--- src/design/ica_pkg.sv ---
// Shared types and codes for the integer calculator ALU.
package ica_pkg;

   localparam int KIND_W   = 4;
   localparam int RESULT_W = 64;
   localparam int STATUS_W = 2;

   // operation codes
   typedef enum logic [KIND_W-1:0] {
      K_ADD  = 4'd0,
      K_SUB  = 4'd1,
      K_MUL  = 4'd2,
      K_RDIV = 4'd3,
      K_IDIV = 4'd4,
      K_REM  = 4'd5,
      K_FACT = 4'd6,
      K_POW  = 4'd7,
      K_SQRT = 4'd8
   } kind_type;

   // result status codes
   typedef enum logic [STATUS_W-1:0] {
      STS_OK        = 2'd0,
      STS_DIV_ZERO  = 2'd1,
      STS_NEG_OPND  = 2'd2,
      STS_SATURATED = 2'd3
   } status_type;

   // how the final result is formed
   typedef enum logic [2:0] {
      FIN_ZERO,
      FIN_INT,
      FIN_SCALED,
      FIN_SAT,
      FIN_DIV0,
      FIN_NEG
   } fin_type;

   // multiplier second operand
   typedef enum logic [1:0] {
      Y_MB,
      Y_MA,
      Y_CNT
   } ysel_type;

   // divider dividend
   typedef enum logic [1:0] {
      DVD_MA,
      DVD_MA_SCALED,
      DVD_ONE
   } dvd_type;

   // divider divisor
   typedef enum logic {
      DVS_MB,
      DVS_MAG
   } dvs_type;

   // controller states
   typedef enum logic [3:0] {
      ST_IDLE,
      ST_DECIDE,
      ST_MLO,
      ST_MHI,
      ST_MCHK,
      ST_FACT,
      ST_POW,
      ST_NPOW,
      ST_DIV,
      ST_REMTAKE,
      ST_SQRT,
      ST_FIN
   } state_type;

   typedef struct packed {
      logic     load;
      logic     mul_lo;
      logic     mul_hi;
      logic     mag_from_prod;
      logic     cnt_inc;
      logic     cnt_dec;
      logic     div_init;
      logic     div_step;
      logic     rem_take;
      logic     sq_init;
      logic     sq_step;
      logic     fin_load;
      ysel_type y_sel;
      dvd_type  dvd_sel;
      dvs_type  dvs_sel;
      fin_type  fin;
   } cmd_type;

   typedef struct packed {
      logic mb_zero;
      logic a_neg;
      logic b_neg;
      logic ma_zero;
      logic ma_one;
      logic cnt_zero;
      logic fact_more;
      logic over;
      logic den_big;
   } sts_type;

endpackage

--- src/design/ica_ctrl.sv ---
// Controller: sequences each operation and owns the handshakes.
module ica_ctrl #(
   parameter int OPERAND_WIDTH = 32,
   parameter int FRACTION_BITS = 16
) (
   input  logic                       clock,
   input  logic                       reset,
   input  logic                       req_tvalid,
   output logic                       req_tready,
   input  logic [ica_pkg::KIND_W-1:0] kind,
   output logic                       rsp_tvalid,
   input  logic                       rsp_tready,
   input  ica_pkg::sts_type           sts,
   output ica_pkg::cmd_type           cmd
);
   import ica_pkg::*;

   localparam int DIV_STEPS  = OPERAND_WIDTH + FRACTION_BITS;
   localparam int SQRT_STEPS = 16 + FRACTION_BITS;
   localparam int MAX_STEPS  = (DIV_STEPS > SQRT_STEPS) ? DIV_STEPS : SQRT_STEPS;
   localparam int ITW        = $clog2(MAX_STEPS + 1);

   state_type         state_ff, state_in;
   logic [KIND_W-1:0] kind_ff, kind_in;
   logic [ITW-1:0]    iter_ff, iter_in;
   fin_type           fin_ff, fin_in;
   logic              vld_ff, vld_in;

   // hold state
   always_ff @(posedge clock) begin
      if (reset) begin
         state_ff <= ST_IDLE;
         vld_ff   <= 1'b0;
      end else begin
         state_ff <= state_in;
         vld_ff   <= vld_in;
      end
      kind_ff <= kind_in;
      iter_ff <= iter_in;
      fin_ff  <= fin_in;
   end

   // next state and commands
   always_comb begin
      state_in   = state_ff;
      kind_in    = kind_ff;
      iter_in    = iter_ff;
      fin_in     = fin_ff;
      req_tready = 1'b0;
      cmd        = '0;
      cmd.fin    = fin_ff;

      case (kind_type'(kind_ff))
         K_FACT:  cmd.y_sel = Y_CNT;
         K_POW:   cmd.y_sel = Y_MA;
         default: cmd.y_sel = Y_MB;
      endcase

      case (state_ff)
         ST_IDLE: begin
            req_tready = 1'b1;
            if (req_tvalid) begin
               cmd.load = 1'b1;
               kind_in  = kind;
               state_in = ST_DECIDE;
            end
         end
         ST_DECIDE: begin
            iter_in  = '0;
            fin_in   = FIN_ZERO;
            state_in = ST_FIN;
            case (kind_type'(kind_ff))
               K_ADD, K_SUB: fin_in = FIN_INT;
               K_MUL:        state_in = ST_MLO;
               K_RDIV, K_IDIV, K_REM: begin
                  if (sts.mb_zero) begin
                     fin_in = FIN_DIV0;
                  end else begin
                     cmd.div_init = 1'b1;
                     cmd.dvd_sel  = (kind_type'(kind_ff) == K_RDIV) ? DVD_MA_SCALED : DVD_MA;
                     cmd.dvs_sel  = DVS_MB;
                     state_in     = ST_DIV;
                  end
               end
               K_FACT: begin
                  if (sts.a_neg) fin_in = FIN_NEG;
                  else state_in = ST_FACT;
               end
               K_POW: begin
                  if (sts.b_neg) begin
                     if (sts.ma_zero) begin
                        fin_in = FIN_DIV0;
                     end else if (sts.ma_one) begin
                        cmd.div_init = 1'b1;
                        cmd.dvd_sel  = DVD_ONE;
                        cmd.dvs_sel  = DVS_MAG;
                        state_in     = ST_DIV;
                     end else begin
                        state_in = ST_NPOW;
                     end
                  end else if (sts.ma_zero) begin
                     fin_in = sts.cnt_zero ? FIN_INT : FIN_ZERO;
                  end else if (sts.ma_one) begin
                     fin_in = FIN_INT;
                  end else begin
                     state_in = ST_POW;
                  end
               end
               K_SQRT: begin
                  if (sts.a_neg) begin
                     fin_in = FIN_NEG;
                  end else begin
                     cmd.sq_init = 1'b1;
                     state_in    = ST_SQRT;
                  end
               end
               default: fin_in = FIN_ZERO;
            endcase
         end
         ST_MLO: begin
            cmd.mul_lo = 1'b1;
            state_in   = ST_MHI;
         end
         ST_MHI: begin
            cmd.mul_hi = 1'b1;
            state_in   = ST_MCHK;
         end
         ST_MCHK: begin
            // reciprocal power accumulates its denominator unchecked
            if (sts.over && !(kind_type'(kind_ff) == K_POW && sts.b_neg)) begin
               fin_in   = FIN_SAT;
               state_in = ST_FIN;
            end else begin
               cmd.mag_from_prod = 1'b1;
               case (kind_type'(kind_ff))
                  K_FACT: begin
                     cmd.cnt_inc = 1'b1;
                     state_in    = ST_FACT;
                  end
                  K_POW: begin
                     cmd.cnt_dec = 1'b1;
                     state_in    = sts.b_neg ? ST_NPOW : ST_POW;
                  end
                  default: begin
                     fin_in   = FIN_INT;
                     state_in = ST_FIN;
                  end
               endcase
            end
         end
         ST_FACT: begin
            if (sts.fact_more) begin
               state_in = ST_MLO;
            end else begin
               fin_in   = FIN_INT;
               state_in = ST_FIN;
            end
         end
         ST_POW: begin
            if (sts.cnt_zero) begin
               fin_in   = FIN_INT;
               state_in = ST_FIN;
            end else begin
               state_in = ST_MLO;
            end
         end
         ST_NPOW: begin
            if (sts.den_big) begin
               fin_in   = FIN_ZERO;
               state_in = ST_FIN;
            end else if (sts.cnt_zero) begin
               cmd.div_init = 1'b1;
               cmd.dvd_sel  = DVD_ONE;
               cmd.dvs_sel  = DVS_MAG;
               iter_in      = '0;
               state_in     = ST_DIV;
            end else begin
               state_in = ST_MLO;
            end
         end
         ST_DIV: begin
            cmd.div_step = 1'b1;
            iter_in      = iter_ff + ITW'(1);
            if (iter_ff == ITW'(DIV_STEPS - 1)) begin
               case (kind_type'(kind_ff))
                  K_REM: begin
                     fin_in   = FIN_INT;
                     state_in = ST_REMTAKE;
                  end
                  K_IDIV: begin
                     fin_in   = FIN_INT;
                     state_in = ST_FIN;
                  end
                  default: begin
                     fin_in   = FIN_SCALED;
                     state_in = ST_FIN;
                  end
               endcase
            end
         end
         ST_REMTAKE: begin
            cmd.rem_take = 1'b1;
            state_in     = ST_FIN;
         end
         ST_SQRT: begin
            cmd.sq_step = 1'b1;
            iter_in     = iter_ff + ITW'(1);
            if (iter_ff == ITW'(SQRT_STEPS - 1)) begin
               fin_in   = FIN_SCALED;
               state_in = ST_FIN;
            end
         end
         ST_FIN: begin
            // advance once the output register is free
            if (!vld_ff || rsp_tready) begin
               cmd.fin_load = 1'b1;
               state_in     = ST_IDLE;
            end
         end
         default: state_in = ST_IDLE;
      endcase

      // output item valid
      if (cmd.fin_load) vld_in = 1'b1;
      else if (rsp_tready) vld_in = 1'b0;
      else vld_in = vld_ff;
   end

   assign rsp_tvalid = vld_ff;

endmodule

--- config.mk ---
export PLATFORM = sky130hd
export DESIGN_NAME = ica_ctrl
export DESIGN_NICKNAME = d
export VERILOG_FILES = /design/src/design/ica_pkg.sv /design/src/design/ica_ctrl.sv
export SDC_FILE = /design/constraint.sdc
export NUM_CORES = 1
export LEC_CHECK = 0
export BUFFER_PORTS_ARGS = -buffer_cell sky130_fd_sc_hd__buf_2
export CAP_MARGIN = 20
export CORE_UTILIZATION = 40
export DETAILED_ROUTE_END_ITERATION = 7
export PLACE_DENSITY = 0.71
export SETUP_SLACK_MARGIN = 0.4
export SYNTH_ARGS = -nofsm -noshare
export SYNTH_HDL_FRONTEND = slang
export SYNTH_SLANG_ARGS = --single-unit
--- constraint.sdc ---
create_clock -name clock -period 2 [get_ports clock]
set_clock_uncertainty 0.1 [all_clocks]
set_input_delay 0.1 -clock clock [delete_from_list [all_inputs] [get_ports clock]]
set_output_delay 0.1 -clock clock [all_outputs]
set_load 0.1 [all_outputs]
### After elaboration in Yosys (flattened, before gate mapping)

Index checks and enable logic that the tools add are counted.

* input bits: 17
* register bits: 18
* logic and storage cells: 136

* muxes and demuxes: 79
* eq/ne operators: 31
* add/sub/neg operators: 1
* reductions and logical operators: 20

Operator list (number)
* 4-bit two-way mux: 15
* 3-bit two-way mux: 18
* 4-bit case mux with 12 select lines: 1
* 4-bit by 3-bit equality test with 1-bit output, second input constant: 8
* 1-bit two-way mux: 29
* 3-bit case mux with 7 select lines: 1
* 4-bit equality test, second input constant: 5
* 4-bit case mux with 5 select lines: 1
* 2-bit != test, second input constant: 9
* 6-bit case mux with 3 select lines: 1
* 4-bit by 2-bit equality test with 1-bit output, second input constant: 4
* 6-bit two-way mux: 2
* 3-bit case mux with 2 select lines: 2
* 3-bit case mux with 4 select lines: 1
* 2-bit OR reduction: 5
* 4-bit by 1-bit equality test with 1-bit output, second input constant: 2
* 4-bit zero test: 2
* 2-bit two-way mux: 4
* 4-bit case mux with 2 select lines: 1
* 7-bit AND reduction: 1
* 7-bit nonzero test: 1
* 6-bit by 1-bit adder with 6-bit output, second input constant: 1
* 6-bit by 5-bit equality test with 1-bit output, second input constant: 1
* 6-bit equality test, second input constant: 1
* other kinds (12): 15

### Longest topological paths before layout

* depth after elaboration: 6
* depth in mapped cells: 6
* depth with buffers taken out: 6

### Least setup slack after synthesis

No wires, ideal clock.

* path kind: reg2out
* from: register kind_ff[0]
* to: output cmd[15] in the netlist's numbering
* path slack: -1.733 ns
* arrival: 3.533 ns
* cell stages (with the launch flop): 3
* buffers on the path: 1
* required time: 1.800 ns
* cell sequence: edfxtp_1 -> buf_4 -> nor4_1

RTL lines
* start: declaration: RTL line ica_ctrl.sv:24 `logic [KIND_W-1:0] kind_ff, kind_in;`
* start signal: assignment: RTL line ica_ctrl.sv:38 `kind_ff <= kind_in;`
* end: declaration: RTL line ica_ctrl.sv:14 `output ica_pkg::cmd_type cmd`

### Worst setup path in the final report

* from: register state_ff[1]
* to: register fin_ff[0] (enable)

* cells in the longest elaborated chain, start to end: 3
* elaborated cells on any way between the ends: 15
* those cells by class: 13 x eq/ne; 2 x reduce/logical

RTL lines
* start: declaration: RTL line ica_ctrl.sv:23 `state_type state_ff, state_in;`
* start signal: assignment: RTL line ica_ctrl.sv:35 `state_ff <= state_in;`
* 4-bit equality test (tied with other cells): RTL line ica_ctrl.sv:59 `case (state_ff)`
* 7-bit nonzero test (no line) (tied with other cells)
* 7-bit AND reduction (no line) *
* end signal: assignment: RTL line ica_ctrl.sv:40 `fin_ff <= fin_in;`
* end: declaration: RTL line ica_ctrl.sv:26 `fin_type fin_ff, fin_in;`

Mark *: on every way between the ends. The rest lies on a longest branch, timed or not.
A chain may end at the register's enable or synchronous reset.

==> reports/results.ini <==
[status]
status = finished, final reports clean

[final_layout]
drive_above_1_share_pct = 52.49
syn_to_final_growth_pct = 81.52
nFillCells = 215
antenna_cells = 0
fin_nets = 280

[grt]
grt_overflow = 0
grt_max_degree = 17
antenna_found_initial = 0
groute.usage.overall_pct = 26.12
grt_pass1_wl_microns = 8190
grt_pass1_vias = 1699

[worst_setup_path]
end_kind = flop
crit_path_start_kind = flop
critPathRequiredTime_ns = 1.87
crit_fanout = 4
cp_data_arrival_time_ns = 1.86
ff2ff_path_depth = 6
critical_path_class = reg -> reg

[yosys]
syn_avg_cell_area_sq_um = 8.222
synth_cell_type_count = 50
synth_cells = 182
syn_area_sq_um = 1496
synth.net_count = 200
synth_edf_count = 13
yosysWarningCount = 0
yosys_register_bits = 18
async_flop_share_pct = 0
synth_ff_type = edfxtp_1
ys_seq_area_share_pct = 32.78

[power]
seq_power_share_pct = 20.9
swShare_pct = 50.92
switching_power_uw = 1755
vdd_ir_drop_max_mv = 1.350
finalPower_uw = 3446
combPwrFrac_pct = 71.2
power_density_nw_per_um2 = 1269
clkPwrFrac_pct = 7.9
p_int_uw = 1691
p_leak_uw = 0.001128

[die]
core_sq_um = 3468
fp.dieH_microns = 63.17
dieArea_sq_um = 3990
io_pins = 39
start_util_pct = 43.15
placementRows = 21
die_x_microns = 63.17

[routing]
drt-initial-drc-count = 245
wl_per_cell_microns = 18.39
num_vias = 1835
finalWirelength_microns = 5645
drc_errors = 0
postRouteAntennaNets = 0
dr.pass1.iters = 6
vias_per_cell = 5.977

[timing]
fin_tns_setup_ns = 0
min_period_ns = 1.985
slew_headroom_pct = 68.00
fin_crit_sh_pct = 99.24
tightest_slew_ns = 0.4833
hold_ws_ns = 0.1389
hold_viol = 0
rsz0062_at_grt = true
setup_viol = 0
fmax_mhz = 503.8
slew_viol_final = 0

[min_path]
min_path_cells = 3
min_path_type = in -> reg

[clock_tree]
cts_buffers = 3
clkLatencyLatePin_ns = 0.27
clock_sinks = 18
cts-root-buf = clkbuf_8
htree_levels = 1
cts_tree = yes
clk_pin_slew_worst_paths_ns = 0.07
cts.path.max_buffers = 2

[placement]
numPortBuffers = 38
place_congestion = 0.9471
place_hpwl_microns = 3152

[job]
drv_cap = 0

flip-flops by register name (all words and copies together), names as in the netlist:
register and flops:
state_ff 4, fin_ff 3, iter_ff 6, rsp_tvalid 1
kind_ff 4
area by class of cell:
class | instances | area (sq um) | share of cell area (%)
clock buffer | 3 | 41.29 | 1.520
tap | 46 | 57.56 | 2.119
clock inverter | 1 | 3.754 | 0.1382
multi-input combinational | 141 | 1174 | 43.21
inverter | 10 | 45.04 | 1.658
sequential | 18 | 506.7 | 18.65
timing repair buffer | 88 | 888.4 | 32.70
synthesized netlist by cell type (all sizes together), types with 2 or more instances:
cell     n  share of area [%]
nor2b    4                1.7
o21ai   10                3.3
o221ai   2                1.2
nand3b   2                1.0
nor3     3                1.0
a21o     3                1.5
a311oi   2                1.2
buf     13                5.4
xor2     2                1.2
nand2b   6                2.5
and2b    3                1.5
a31oi    4                1.7
nor2    20                5.2
a21oi   13                4.6
mux2i    4                2.7
nand3   11                4.0
edfxtp  13                 26
and2     3                1.3
nor4b    2                1.2
xnor2    4                2.3
nand2   12                3.0
and3     4                1.7
o41ai    2                1.7
inv     10                2.5
o22ai    3                1.3
dfxtp    5                6.7
and3b    3                1.8
nor3b    3                1.5
cells in the final DEF (no fill, tap or decap), drive strengths merged, types with 2 or more instances in the layout:
| master | instances |
|---|---|
| a31oi | 4 |
| and3 | 4 |
| nor2 | 20 |
| mux2i | 4 |
| dfxtp | 5 |
| clkinvlp | 2 |
| nand3 | 11 |
| o22ai | 3 |
| nor3b | 3 |
| clkbuf | 3 |
| and2b | 3 |
| nand3b | 2 |
| inv | 8 |
| and3b | 3 |
| nor4b | 2 |
| buf | 83 |
| a21oi | 13 |
| nand2 | 12 |
| and2 | 3 |
| xor2 | 2 |
| nor3 | 3 |
| nand2b | 6 |
| xnor2 | 4 |
| dlygate4sd3 | 5 |
| o21ai | 10 |
| a21o | 3 |
| nor2b | 4 |
| o221ai | 2 |
| o41ai | 2 |
| edfxtp | 13 |
| a311oi | 2 |
critical path, cell delays in order, from the launching register on:
cell and delay, ns:
dfxtp_4 0.36, buf_6 0.12, and2b_1 0.19, a311oi_1 0.35
a31oi_1 0.08, o32a_1 0.32, a21oi_2 0.18
power by group through the flow:
stage | combinational, uW | clock [uW] | sequential (uW)
after CTS | 2150 | 268 | 713
final | 2450 | 271 | 721
after global placement | 1730 | 0 | 731
after global routing | 2570 | 296 | 740
after detailed placement | 1740 | 0 | 739
after floorplan | 1240 | 0 | 829
per-stage QoR:
stage / area (sq um) / utilization, % / std cells / setup WS (ns)
floorplan: 1643 / - / 182 / -0.7136
detailed placement: 2087 / 60.17 / 270 / 0.1456
global placement: 2087 / 60.17 / 270 / 0.1508
global route: 2716 / 78.32 / 307 / -0.04164
CTS: 2525 / 72.80 / 299 / 0.08773
finish: 2716 / 78.32 / 307 / 0.01526
logic make-up after synthesis:
group,after synthesis,share of synthesized area [%]
flops,18,32.78
xor+xnor,6,3.512
fa+ha+maj,1,0.8360
compound gates,50,23.16
simple gates,80,29.18
buf+inv,23,7.859
mux,4,2.676
worst paths after layout:
kind	to	slack (ns)	from
max	fin_ff[0]	0.02	state_ff[1]
min	rsp_tvalid	0.14	rsp_tready
max reg2reg	fin_ff[0]	0.02	state_ff[1]
min reg2reg	iter_ff[0]	0.48	iter_ff[0]
metal layers:
metal / global-route usage (%) / vias to the layer above / wire (microns)
met4: 8.721 / 0 / 269
met3: 6.341 / 40 / 513
li1: - / 824 / -
met1: 33.33 / 841 / 2133
met5: 0 / - / 0
met2: 42.74 / 130 / 2729
timing repair:
item | in CTS | in global routing
setup endpoints to repair | 32 | 33
buffers inserted | 20 | 8
endpoints found under the hold margin | 8 | 0
pin swaps | 10 | 12
hold buffers | 5 | 0
resized for setup | 54 | 31
No activity file was read; power rests on OpenSTA's default activity.
